`config.mk`:
```
export PLATFORM = sky130hd
export DESIGN_NAME = kli_ctrl
export DESIGN_NICKNAME = d
export VERILOG_FILES = /design/src/hdl/kli_pkg.sv /design/src/hdl/kli_ctrl.sv
export SDC_FILE = /design/constraint.sdc
export NUM_CORES = 1
export LEC_CHECK = 0
export BUFFER_PORTS_ARGS = -buffer_cell sky130_fd_sc_hd__buf_2
export CORE_MARGIN = 3
export CORE_UTILIZATION = 44
export DETAILED_ROUTE_END_ITERATION = 8
export GPL_ROUTABILITY_DRIVEN = 1
export PLACE_DENSITY = 0.77
export REMOVE_ABC_BUFFERS = 1
export SKIP_LAST_GASP = 1
export SYNTH_ARGS = -nofsm -noshare
export SYNTH_HDL_FRONTEND = slang
export SYNTH_SLANG_ARGS = --single-unit
export TNS_END_PERCENT = 10
```
`constraint.sdc`:
```
create_clock -name clk -period 4.05 [get_ports clk]
set_input_delay 0.2025 -clock clk [delete_from_list [all_inputs] [get_ports clk]]
set_output_delay 0.2025 -clock clk [all_outputs]
set_load 0.005 [all_outputs]
```
`src/hdl/kli_pkg.sv`:
```
// Shared types and codes for the keyframe linear interpolator.
`default_nettype none
package kli_pkg;

    localparam logic FUNC_ADD   = 1'b0;
    localparam logic FUNC_QUERY = 1'b1;

    localparam logic [1:0] STATUS_OK    = 2'd0;
    localparam logic [1:0] STATUS_FULL  = 2'd1;
    localparam logic [1:0] STATUS_EMPTY = 2'd2;

    localparam int DIV_STEPS = 17;

    typedef struct packed {
        logic signed [31:0] stamp;
        logic signed [31:0] x;
        logic signed [31:0] y;
        logic signed [31:0] z;
    } entry_t;

    typedef enum logic [3:0] {
        ST_IDLE,
        ST_ADD_RD,
        ST_ADD_CHK,
        ST_Q_RD0,
        ST_Q_FIRST,
        ST_Q_RD,
        ST_Q_CHK,
        ST_DIV,
        ST_MUL,
        ST_ACC,
        ST_RESULT
    } state_t;

    typedef struct packed {
        logic load;
        logic load_add;
        logic set_full;
        logic set_empty;
        logic rd_en;
        logic rd_below;
        logic wr_new;
        logic wr_shift;
        logic latch_prev;
        logic inc_idx;
        logic res_rd;
        logic res_prev;
        logic div_start;
        logic div_step;
        logic mul;
        logic acc;
        logic out_load;
    } cmd_t;

    typedef struct packed {
        logic full;
        logic empty;
        logic one;
        logic idx_zero;
        logic rd_gt_t;
        logic bracket;
        logic same;
        logic last;
        logic div_done;
        logic coord_last;
        logic out_busy;
    } sts_t;

endpackage
`default_nettype wire

```
`src/hdl/kli_ctrl.sv`:
```
// Controller state machine sequencing insert, scan, divide and interpolate.
`default_nettype none
module kli_ctrl (
    input  wire logic          clk,
    input  wire logic          rst_n,
    input  wire logic          in_valid,
    input  wire logic          func,
    output logic               in_stall,
    input  wire kli_pkg::sts_t sts,
    output kli_pkg::cmd_t      cmd
);
    kli_pkg::state_t state_reg, state_next;

    always_ff @(posedge clk or negedge rst_n)
    begin
        if (!rst_n)
        begin
            state_reg <= kli_pkg::ST_IDLE;
        end
        else
        begin
            state_reg <= state_next;
        end
    end

    always_comb
    begin
        state_next = state_reg;
        unique case (state_reg)
            kli_pkg::ST_IDLE:
            begin
                if (in_valid)
                begin
                    if (func == kli_pkg::FUNC_ADD)
                    begin
                        state_next = sts.full ? kli_pkg::ST_RESULT : kli_pkg::ST_ADD_RD;
                    end
                    else
                    begin
                        state_next = sts.empty ? kli_pkg::ST_RESULT : kli_pkg::ST_Q_RD0;
                    end
                end
            end
            kli_pkg::ST_ADD_RD:
            begin
                state_next = sts.idx_zero ? kli_pkg::ST_RESULT : kli_pkg::ST_ADD_CHK;
            end
            kli_pkg::ST_ADD_CHK:
            begin
                state_next = sts.rd_gt_t ? kli_pkg::ST_ADD_RD : kli_pkg::ST_RESULT;
            end
            kli_pkg::ST_Q_RD0:   state_next = kli_pkg::ST_Q_FIRST;
            kli_pkg::ST_Q_FIRST:
            begin
                state_next = sts.one ? kli_pkg::ST_RESULT : kli_pkg::ST_Q_RD;
            end
            kli_pkg::ST_Q_RD:    state_next = kli_pkg::ST_Q_CHK;
            kli_pkg::ST_Q_CHK:
            begin
                priority if (sts.bracket)
                begin
                    state_next = sts.same ? kli_pkg::ST_RESULT : kli_pkg::ST_DIV;
                end
                else if (sts.last)
                begin
                    state_next = kli_pkg::ST_RESULT;
                end
                else
                begin
                    state_next = kli_pkg::ST_Q_RD;
                end
            end
            kli_pkg::ST_DIV:
            begin
                if (sts.div_done)
                begin
                    state_next = kli_pkg::ST_MUL;
                end
            end
            kli_pkg::ST_MUL:     state_next = kli_pkg::ST_ACC;
            kli_pkg::ST_ACC:
            begin
                state_next = sts.coord_last ? kli_pkg::ST_RESULT : kli_pkg::ST_MUL;
            end
            kli_pkg::ST_RESULT:
            begin
                if (!sts.out_busy)
                begin
                    state_next = kli_pkg::ST_IDLE;
                end
            end
            default:             state_next = kli_pkg::ST_IDLE;
        endcase
    end

    always_comb
    begin
        cmd      = '0;
        in_stall = 1'b1;
        unique case (state_reg)
            kli_pkg::ST_IDLE:
            begin
                in_stall = 1'b0;
                if (in_valid)
                begin
                    cmd.load      = 1'b1;
                    cmd.load_add  = func == kli_pkg::FUNC_ADD;
                    cmd.set_full  = (func == kli_pkg::FUNC_ADD) && sts.full;
                    cmd.set_empty = (func == kli_pkg::FUNC_QUERY) && sts.empty;
                end
            end
            kli_pkg::ST_ADD_RD:
            begin
                if (sts.idx_zero)
                begin
                    cmd.wr_new = 1'b1;
                end
                else
                begin
                    cmd.rd_en    = 1'b1;
                    cmd.rd_below = 1'b1;
                end
            end
            kli_pkg::ST_ADD_CHK:
            begin
                cmd.wr_shift = sts.rd_gt_t;
                cmd.wr_new   = !sts.rd_gt_t;
            end
            kli_pkg::ST_Q_RD0:   cmd.rd_en = 1'b1;
            kli_pkg::ST_Q_FIRST:
            begin
                cmd.latch_prev = 1'b1;
                cmd.res_rd     = sts.one;
                cmd.inc_idx    = !sts.one;
            end
            kli_pkg::ST_Q_RD:    cmd.rd_en = 1'b1;
            kli_pkg::ST_Q_CHK:
            begin
                priority if (sts.bracket)
                begin
                    cmd.res_prev  = sts.same;
                    cmd.div_start = !sts.same;
                end
                else if (sts.last)
                begin
                    cmd.res_rd = 1'b1;
                end
                else
                begin
                    cmd.latch_prev = 1'b1;
                    cmd.inc_idx    = 1'b1;
                end
            end
            kli_pkg::ST_DIV:     cmd.div_step = !sts.div_done;
            kli_pkg::ST_MUL:     cmd.mul = 1'b1;
            kli_pkg::ST_ACC:     cmd.acc = 1'b1;
            kli_pkg::ST_RESULT:  cmd.out_load = !sts.out_busy;
            default:             cmd = '0;
        endcase
    end
endmodule
`default_nettype wire

```
==> results.yml, run 1 <==
status:
  status: "completed"
finish:
  layout_common_cells: "32 x buf_2, 12 x nor2_1, 7 x nor3_1"
  n_antenna_cell: 0
  finalNonFillerCells: 130
  utilization_pct: 63.7
  area_growth_pct: 27.0
  fill_cells: 112
  drive_gt1_share_pct: 33.6
  largest_reg_flops: 4
  final_nets: 133
  mostFrequentLayoutCell: "buf_2"
global_routing:
  use_met1_pct: 23.8
  grt_max_degree: 23
  grt_pass1_wl_mm: 2.67
  met3_usage_pct: 1.69
  antenna_found_initial: 0
  gr-total-overflow: 0
  use_met2_pct: 30.5
  busiest_layer: "met2"
  grt_use_total_pct: 17.8
  grt_pass1_vias: 629
run:
  cap_violations: 0
clocking:
  cts_buffer_depth: 2
  htree_levels: 1
  clk_latency_ns: 0.22
  clkSlewWorstSetupHoldPaths_ns: 0.04
  cts-root-buf: "clkbuf_4"
  numCtsBuffers: 3
  cts_sinks: 4
  cts_tree: "built"
setup_path:
  cp_top_family: "flip-flops"
  critPathMaxFanout: 22
  critPathBufInv: 1
  slowest_stage: "dfrtp_1"
  startpoint_type: "flip-flop"
  cp.required_ns: 3.85
  critPathArrivalTime_ns: 1.65
  worstPathCellList: "nand2b_1 -> o22ai_1 -> and2_1 -> buf_2"
  crit_type: "flip-flop to output port"
  slowest_delay_ns: 0.74
  cp-end-kind: "output port"
die:
  start_util_pct: 50.2
  ios: 33
  core-area_um2: 1200
  die_w_um: 43.0
  rows: 12
  dieArea_um2: 1850
  die_y_um: 43.0
sta:
  setup_viol: 0
  hold_viol: 0
  whs_ns: 0.273
  tightestPinTransition_ns: 0.631
  tns_ns: 0
  finClkSkew_ns: 0.000172
  finalCritPeriodShare_pct: 45.7
  period_needed_ns: 1.85
  max_freq_mhz: 541
  slew_violations: 0
  rsz0062_at_grt: "false"
  maxSlewHeadroom_pct: 57.9
logic_synthesis:
  ys_seq_elements: 4
  yosysUniqueCellTypes: 35
  async_reset_ff_share_pct: 100
  yosysSeqAreaShare_pct: 16.6
  netlist_area_um2: 603
  syn-mean-instance-area_um2: 7.01
  yosys_most_used_dff: "dfrtp_1"
  synth_edf_count: 0
  postSynthCellCount: 86
  yosysWarnings: 0
place:
  place.port_buffers: 32
  dp.cells: 126
  dp_hpwl_mm: 1.26
  gp_congestion: 0.782
pwr:
  peakVddDrop_uv: 236
  cellLeakagePower_nw: 0.401
  p_per_area_nw_per_um2: 595
  p_total_mw: 0.455
detailed_routing:
  drc: 0
  finalWirelength_mm: 1.61
  vias: 741
  antenna_left: 0
  vias_per_cell: 5.70
  first_pass_iters: 4
  drt_iter0_drc: 15
  wire_per_inst_um: 12.3
hold_path:
  hp-class: "primary input to flip-flop"
[metrics by stage]
stage,setup WS (ns),instance area [um^2]
after global placement,2.42,733
after global routing,2.01,766
after detailed placement,2.40,733
after floorplan,2.55,556
final,2.20,766
after CTS,2.20,766
[tightest hold or removal path, cell delays in order]
cell,delay [ns]
buf_2,0.11
nand3_1,0.06
o21ai_1,0.07
[timing repair]
item	CTS	global route
endpoints found under the hold margin	4	0
hold buffers	1	0
setup buffers	0	0
setup endpoints to repair	0	0
resized for setup	0	0
[layout make-up]
class	count	area (um^2)	share of cell area (%)
Tap cell	14	17.5	2.29
Sequential cell	4	100	13.1
Multi-Input combinational cell	69	429	56.0
Inverter	7	26.3	3.43
Clock buffer	3	22.5	2.94
Timing Repair Buffer	33	170	22.2
[synth_stat cells, types with 2 or more instances]
cell	number	area share [%]
a21oi_1	3	2.5
a22oi_1	2	2.5
a31oi_1	2	2.1
and2_1	3	3.1
and2b_1	2	2.5
buf_2	2	1.7
buf_6	3	5.6
dfrtp_1	4	17
inv_1	6	3.7
nand2b_1	6	6.2
nand3_1	3	2.5
nor2_1	12	7.5
nor3_1	7	5.8
nor4_1	3	3.1
nor4bb_1	3	5.0
o21a_1	2	2.5
o21ai_0	4	3.3
o21ai_1	2	1.7
[path summary, 6_finish.rpt]
path                               from      endpoint  cells after the start  slack, ns
max                        state_reg[1]       cmd[10]                      4       2.20
min                              sts[0]  state_reg[3]                      3       0.27
max reg2reg                state_reg[1]  state_reg[1]                      4       2.37
min reg2reg                state_reg[3]  state_reg[1]                      3       0.86
max in group asynchronous         rst_n  state_reg[0]                      2       3.62
min in group asynchronous         rst_n  state_reg[2]                      2       0.31
[logic make-up (layout without fill, tap and decap cells)]
logic type	count (synthesis)	count (layout)	synth area share [%]
and+or+nand+nor	44	44	41.9
AOI/OAI and AO/OA	22	22	24.3
buffers and inverters	13	43	12.2
DFF	4	4	16.6
muxes	2	2	3.53
xor gates and xnor gates	1	1	1.45
[per-layer routing]
metal | part of all wire (%) | vias to the layer above
li1 | - | 379
met1 | 45 | 338
met2 | 47 | 24
met3 | 7.9 | 0
met4 | 0 | 0
met5 | 0 | -
[report_power, final]
part | internal [mW] | leakage [nW] | switching (mW) | total [mW]
sequential | 0.0570 | 0.0515 | 0.0744 | 0.131
clock | 0.0330 | 0.0138 | 0.0136 | 0.0465
combinational | 0.146 | 0.336 | 0.131 | 0.277
Note: power is estimated with default switching activity, not from simulation.
==> run 2: changes to the inputs <==
Settings changed: ABC_AREA set to 1, CORE_UTILIZATION 44 to 37, PLACE_DENSITY 0.77 to 0.71.
Clock period 4.05 ns to 1.5 ns, I/O delays scaled along.
==> run 2 against run 1 <==
Against the previous run:
- worst setup slack got worse by 2.1 ns
- clock skew is 0.0018 ns higher
- critical endpoint is now cmd[6]
- combinational power rose to 3.1 times the previous value
- largest power group unchanged
- synthesized cell count increased by 20%
- largest cell class unchanged
- first-iteration DRC count down 33%
- sequential cell count unchanged
- clock-buffer cell count did not move
- via count increased by 0.81%
==> results.yml, run 2 <==
status:
  status: "completed"
finish:
  finalNonFillerCells: 154
  seqCellArea_um2: 104
  fill_cells: 144
  largest_reg_flops: 4
  n_antenna_cell: 0
  drive_gt1_share_pct: 39.6
  final_nets: 156
  area_growth_pct: 46.5
  multi_input_area_um2: 394
  layout_common_cells: "32 x nand2_1, 32 x buf_2, 17 x inv_1"
  post-route-cell-area_um2: 788
clocking:
  cts_buffer_depth: 2
  post-cts-setup-buffers: 0
  htree_levels: 1
  clk_latency_ns: 0.24
  numCtsBuffers: 3
  clkSlewWorstSetupHoldPaths_ns: 0.04
  cts_tree: "built"
  cts_sinks: 4
  cts-root-buf: "clkbuf_4"
die:
  die_y_um: 44.1
  core-area_um2: 1330
  dieArea_um2: 1950
  die_w_um: 44.1
  ios: 33
  rows: 13
  start_util_pct: 40.3
sta:
  rsz0062_at_grt: "true"
  hold_viol: 0
  slew_violations: 0
  max_freq_mhz: 694
  setup_viol: 0
  period_needed_ns: 1.44
  finClkSkew_ns: 0.00196
  tightestPinTransition_ns: 0.252
  worst_slack_ns: 0.0600
  finalCritPeriodShare_pct: 96.0
  maxSlewHeadroom_pct: 83.2
  tns_ns: 0
logic_synthesis:
  synthAdderAreaFrac_pct: 0
  synth.largest_area_cell: "nand2_1"
  yosysSeqAreaShare_pct: 18.6
  synth_xor_area_share_pct: 0
  syn-mean-instance-area_um2: 5.22
  synth.most_common_cell: "nand2_1"
  synthTopCellsByCount: "32 x nand2_1, 17 x inv_1, 15 x nor2_1, 9 x nand3_1, 5 x nor2_2"
  yosysTopAreaCellShare_pct: 22.3
  async_reset_ff_share_pct: 100
  yosysUniqueCellTypes: 16
  synth_compound_area_share_pct: 7.44
  yosysWarnings: 0
  synth_edf_count: 0
  synth_top_family_by_area: "simple AND/OR/NAND/NOR gates"
  yosys_most_used_dff: "dfrtp_1"
  synthTopCellsByArea: "nand2_1 22%, dfrtp_1 19%, inv_1 12%"
  netlist_area_um2: 538
  synth-simple-area-share_pct: 59.3
  synth_mux_area_share_pct: 0
  postSynthCellCount: 103
  ys_seq_elements: 4
place:
  place.port_buffers: 32
  dp.cells: 150
  gp_congestion: 0.822
  preCtsSetupSlack_ns: 0.235
  place_area_um2: 717
  dp_hpwl_mm: 1.30
global_routing:
  grt_use_total_pct: 17.4
  antenna_found_initial: 0
  gr-total-overflow: 0
  grt_pass1_wl_mm: 2.60
  grt_max_degree: 9
  grt_pass1_vias: 634
setup_path:
  cp.required_ns: 1.42
  startpoint_type: "flip-flop"
  critPathArrivalTime_ns: 1.36
  critPathMaxFanout: 6
  crit_type: "flip-flop to output port"
  cp-end-kind: "output port"
run:
  cap_violations: 0
detailed_routing:
  drt_iter0_drc: 10
  finalWirelength_mm: 1.58
  wire_per_inst_um: 10.2
  antenna_left: 0
  first_pass_iters: 4
  vias_per_cell: 4.85
  drc: 0
  vias: 747
pwr:
  peakVddDrop_uv: 1030
  p_per_area_nw_per_um2: 1600
  cellLeakagePower_nw: 0.511
  p_total_mw: 1.26
hold_path:
  hp-class: "primary input to flip-flop"
-- run 2: cell types whose count changed after synthesis, moves of 5 or more --
cell,delta
inv_1,+11
nand2_1,+32
nand2b_1,-6
nand3_1,+6
nor2_2,+5
-- run 2: worst max-delay path: stages (launching register included) --
cell and delay (ns):
dfrtp_2 0.40, inv_1 0.10, nor2_4 0.18, nand2_2 0.11, o31ai_1 0.19, buf_2 0.15
-- run 2: layer usage --
metal  vias up  share of wire, %  global-route usage, %
met5         -                 0                      0
met4         0              0.51                   5.42
met3         2               8.2                   3.66
met2        29                48                   27.9
met1       322                43                   23.2
li1        394                 -                      -
-- run 2: power by group --
part	switching (mW)	internal [mW]	leakage, nW	total [mW]
Combinational	0.536	0.317	0.451	0.854
Clock	0.0475	0.0897	0.0138	0.137
Sequential	0.0996	0.169	0.0470	0.268
-- run 2: cell type report --
| class | instances | share of cell area, % |
|---|---|---|
| Tap cell | 15 | 2.38 |
| Inverter | 21 | 10.0 |
| Sequential cell | 4 | 13.2 |
| Multi-Input combinational cell | 78 | 50.0 |
| Clock buffer | 3 | 2.86 |
| Timing Repair Buffer | 33 | 21.6 |
-- run 2: timing repair --
action,4_1_cts,5_1_grt
hold buffers,1,0
resized for setup,0,10
endpoints found under the setup margin,0,9
endpoints found under the hold margin,4,0
-- run 2: kinds of logic after synthesis --
| kind of cell | Yosys count |
|---|---|
| flops | 4 |
| simple gates | 71 |
| compound gates | 7 |
| buf+inv | 21 |
-- run 2: final timing paths --
kind | endpoint | startpoint | depth (start not counted) | slack, ns
max | cmd[6] | state_reg[2] | 5 | 0.06
min | state_reg[0] | sts[2] | 4 | 0.14
max reg2reg | state_reg[0] | state_reg[2] | 8 | 0.24
min reg2reg | state_reg[3] | state_reg[2] | 3 | 0.68
max in group asynchronous | state_reg[0] | rst_n | 2 | 1.20
min in group asynchronous | state_reg[3] | rst_n | 2 | 0.17
-- run 2: metrics by stage --
step | utilization [%] | hold slack (ns)
6_report | 59.1 | 0.137
5_1_grt | 59.1 | 0.163
4_1_cts | 56.2 | 0.139
3_5_place_dp | 53.8 | -0.114
3_3_place_gp | 53.8 | -0.116
2_1_floorplan | - | -0.221
==> run 3: changes to the inputs <==
Settings changed: ABC_AREA 1 to not set, CORE_UTILIZATION 37 to 39, PLACE_DENSITY 0.71 to 0.72.
==> run 3 against run 2 <==
Against the previous run:
- clock power is 4% lower
- wire length is 23% higher
- first-iteration DRC count is 90% higher
- register-to-register slack worse by 0.23 ns
- cell count is 7.8% lower
- clock skew is 0.0012 ns higher
- combinational power is 37% higher
- total power is 23% higher
- critical path type is now flip-flop to flip-flop
- highest routed layer unchanged
==> results.yml, run 3 (same netlist as run 1, synthesis figures left out) <==
setup_path:
  path_depth: 4
  slowest_delay_ns: 0.54
  cp.required_ns: 1.61
  worstPathCellList: "or4_4 -> o21ai_1 -> nand2b_1 -> o21ai_1"
  critPathArrivalTime_ns: 1.60
  r2r_start: "state_reg[3]"
  rrSetupSlack_ns: 0.01
  cp_top_family: "simple AND/OR/NAND/NOR gates"
  critPathBufInv: 0
  startpoint: "state_reg[3]"
  crit_type: "flip-flop to flip-flop"
  startpoint_type: "flip-flop"
  crit_path_frequent_cell: "o21ai_1"
  slowest_stage: "or4_4"
  r2r-end: "state_reg[3]"
  critPathMaxFanout: 8
  cp-end-kind: "flip-flop"
  endpoint: "state_reg[3]"
  reg2regPathDepth: 4
clocking:
  cts-root-buf: "clkbuf_4"
  clkSlewWorstSetupHoldPaths_ns: 0.04
  cts_buffer_depth: 2
  clk_latency_ns: 0.23
  cts_tree: "built"
  htree_levels: 1
  cts_sinks: 4
  numCtsBuffers: 3
hold_path:
  hold_depth: 3
  hold_path.startpoint: "sts[0]"
  hp-class: "primary input to flip-flop"
global_routing:
  grt_use_total_pct: 20.3
  grt_pass1_vias: 735
  antenna_found_initial: 0
  grt_pass1_wl_mm: 3.06
  grt_max_degree: 11
  gr-total-overflow: 0
detailed_routing:
  drt_iter0_drc: 19
  wire_per_inst_um: 13.7
  first_pass_iters: 4
  vias: 794
  drc: 0
  vias_per_cell: 5.59
  antenna_left: 0
  finalWirelength_mm: 1.94
sta:
  finalCritPeriodShare_pct: 99.2
  max_freq_mhz: 672
  period_needed_ns: 1.49
  slew_violations: 0
  setup_viol: 0
  hold_viol: 0
  maxSlewHeadroom_pct: 78.7
  worst_slack_ns: 0.0119
  rsz0062_at_grt: "true"
  finClkSkew_ns: 0.00320
  tightestPinTransition_ns: 0.315
place:
  place_area_um2: 795
  preCtsSetupSlack_ns: -0.00310
  dp_hpwl_mm: 1.54
  gp_congestion: 0.904
  place.port_buffers: 32
pwr:
  peakVddDrop_uv: 872
  p_per_area_nw_per_um2: 1730
  cellLeakagePower_nw: 0.467
die:
  ios: 33
  die_w_um: 45.3
  rows: 13
  die_y_um: 45.3
  core-area_um2: 1380
  start_util_pct: 43.6
  dieArea_um2: 2050
finish:
  mostFrequentLayoutCell: "buf_2"
  final_nets: 144
  area_growth_pct: 49.0
  fill_cells: 131
  n_antenna_cell: 0
  largest_reg_flops: 4
  layout_common_cells: "32 x buf_2, 11 x buf_4, 9 x nor2_1"
  drive_gt1_share_pct: 48.8
  utilization_pct: 65.0
  multi_input_area_um2: 473
  seqCellArea_um2: 105
  post-route-cell-area_um2: 898
run:
  cap_violations: 0
status:
  status: "completed"
-- run 3: cell count changes in the layout (fill, tap and decap cells not counted), moves of 3 or more --
| cell | delta |
|---|---|
| inv_2 | -3 |
| buf_4 | +11 |
| nor2_4 | -3 |
| and2_1 | +3 |
| nand2b_1 | +4 |
| nor4bb_1 | +3 |
| nor2_1 | -5 |
| nor4_1 | +3 |
| nand2_1 | -32 |
| inv_1 | -11 |
| nand3_1 | -7 |
-- run 3: stage by stage --
stage / power (mW) / setup TNS [ns] / instances / hold WS (ns)
6_report: 1.55 / 0 / 142 / 0.139
5_1_grt: 1.68 / -0.402 / 142 / 0.155
4_1_cts: 1.49 / -0.00644 / 142 / 0.135
3_5_place_dp: 1.25 / -0.00310 / 135 / -0.115
3_3_place_gp: 1.24 / 0 / 135 / -0.117
2_1_floorplan: 0.842 / -0.0000892 / 80 / -0.221
-- run 3: final cells by class --
class                   instances  share of cell area (%)
well taps                      15                    2.09
repair buffers                 44                    28.1
multi-input cells              69                    52.6
inverters                       7                    2.92
flip-flops and latches          4                    11.7
clock buffers                   3                    2.51
-- run 3: report_power, final --
group,switching (mW),internal [mW]
Combinational,0.585,0.589
Clock,0.0416,0.0893
Sequential,0.0803,0.166
Total,0.707,0.845
-- run 3: metal layers --
metal	part of all wire, %	GRT usage (%)	vias to the layer above	routed length (um)
met5	0	0	-	0
met4	0.36	6.43	0	7
met3	7.4	6.37	2	143
met2	46	34.5	30	903
met1	46	23.9	368	888
li1	-	-	394	-
-- run 3: worst reg2reg max path, cell delays in order (launching register included) --
cell and delay (ns):
dfrtp_2 0.44, or4_4 0.54, o21ai_1 0.18, nand2b_1 0.13, o21ai_1 0.07
-- run 3: worst min path at each step --
stage                        end  slack [ns]
floorplan           state_reg[0]       -0.22
CTS                 state_reg[3]        0.14
finish              state_reg[3]        0.14
global route        state_reg[3]        0.16
global placement    state_reg[3]       -0.12
detailed placement  state_reg[3]       -0.12
-- run 3: what timing repair did --
item | 4_1_cts | 5_1_grt
hold buffers | 1 | 0
pin swaps | 0 | 0
resized for setup | 7 | 6
buffers inserted | 3 | 0
endpoints found under the hold margin | 4 | 0
endpoints found under the setup margin | 10 | 13
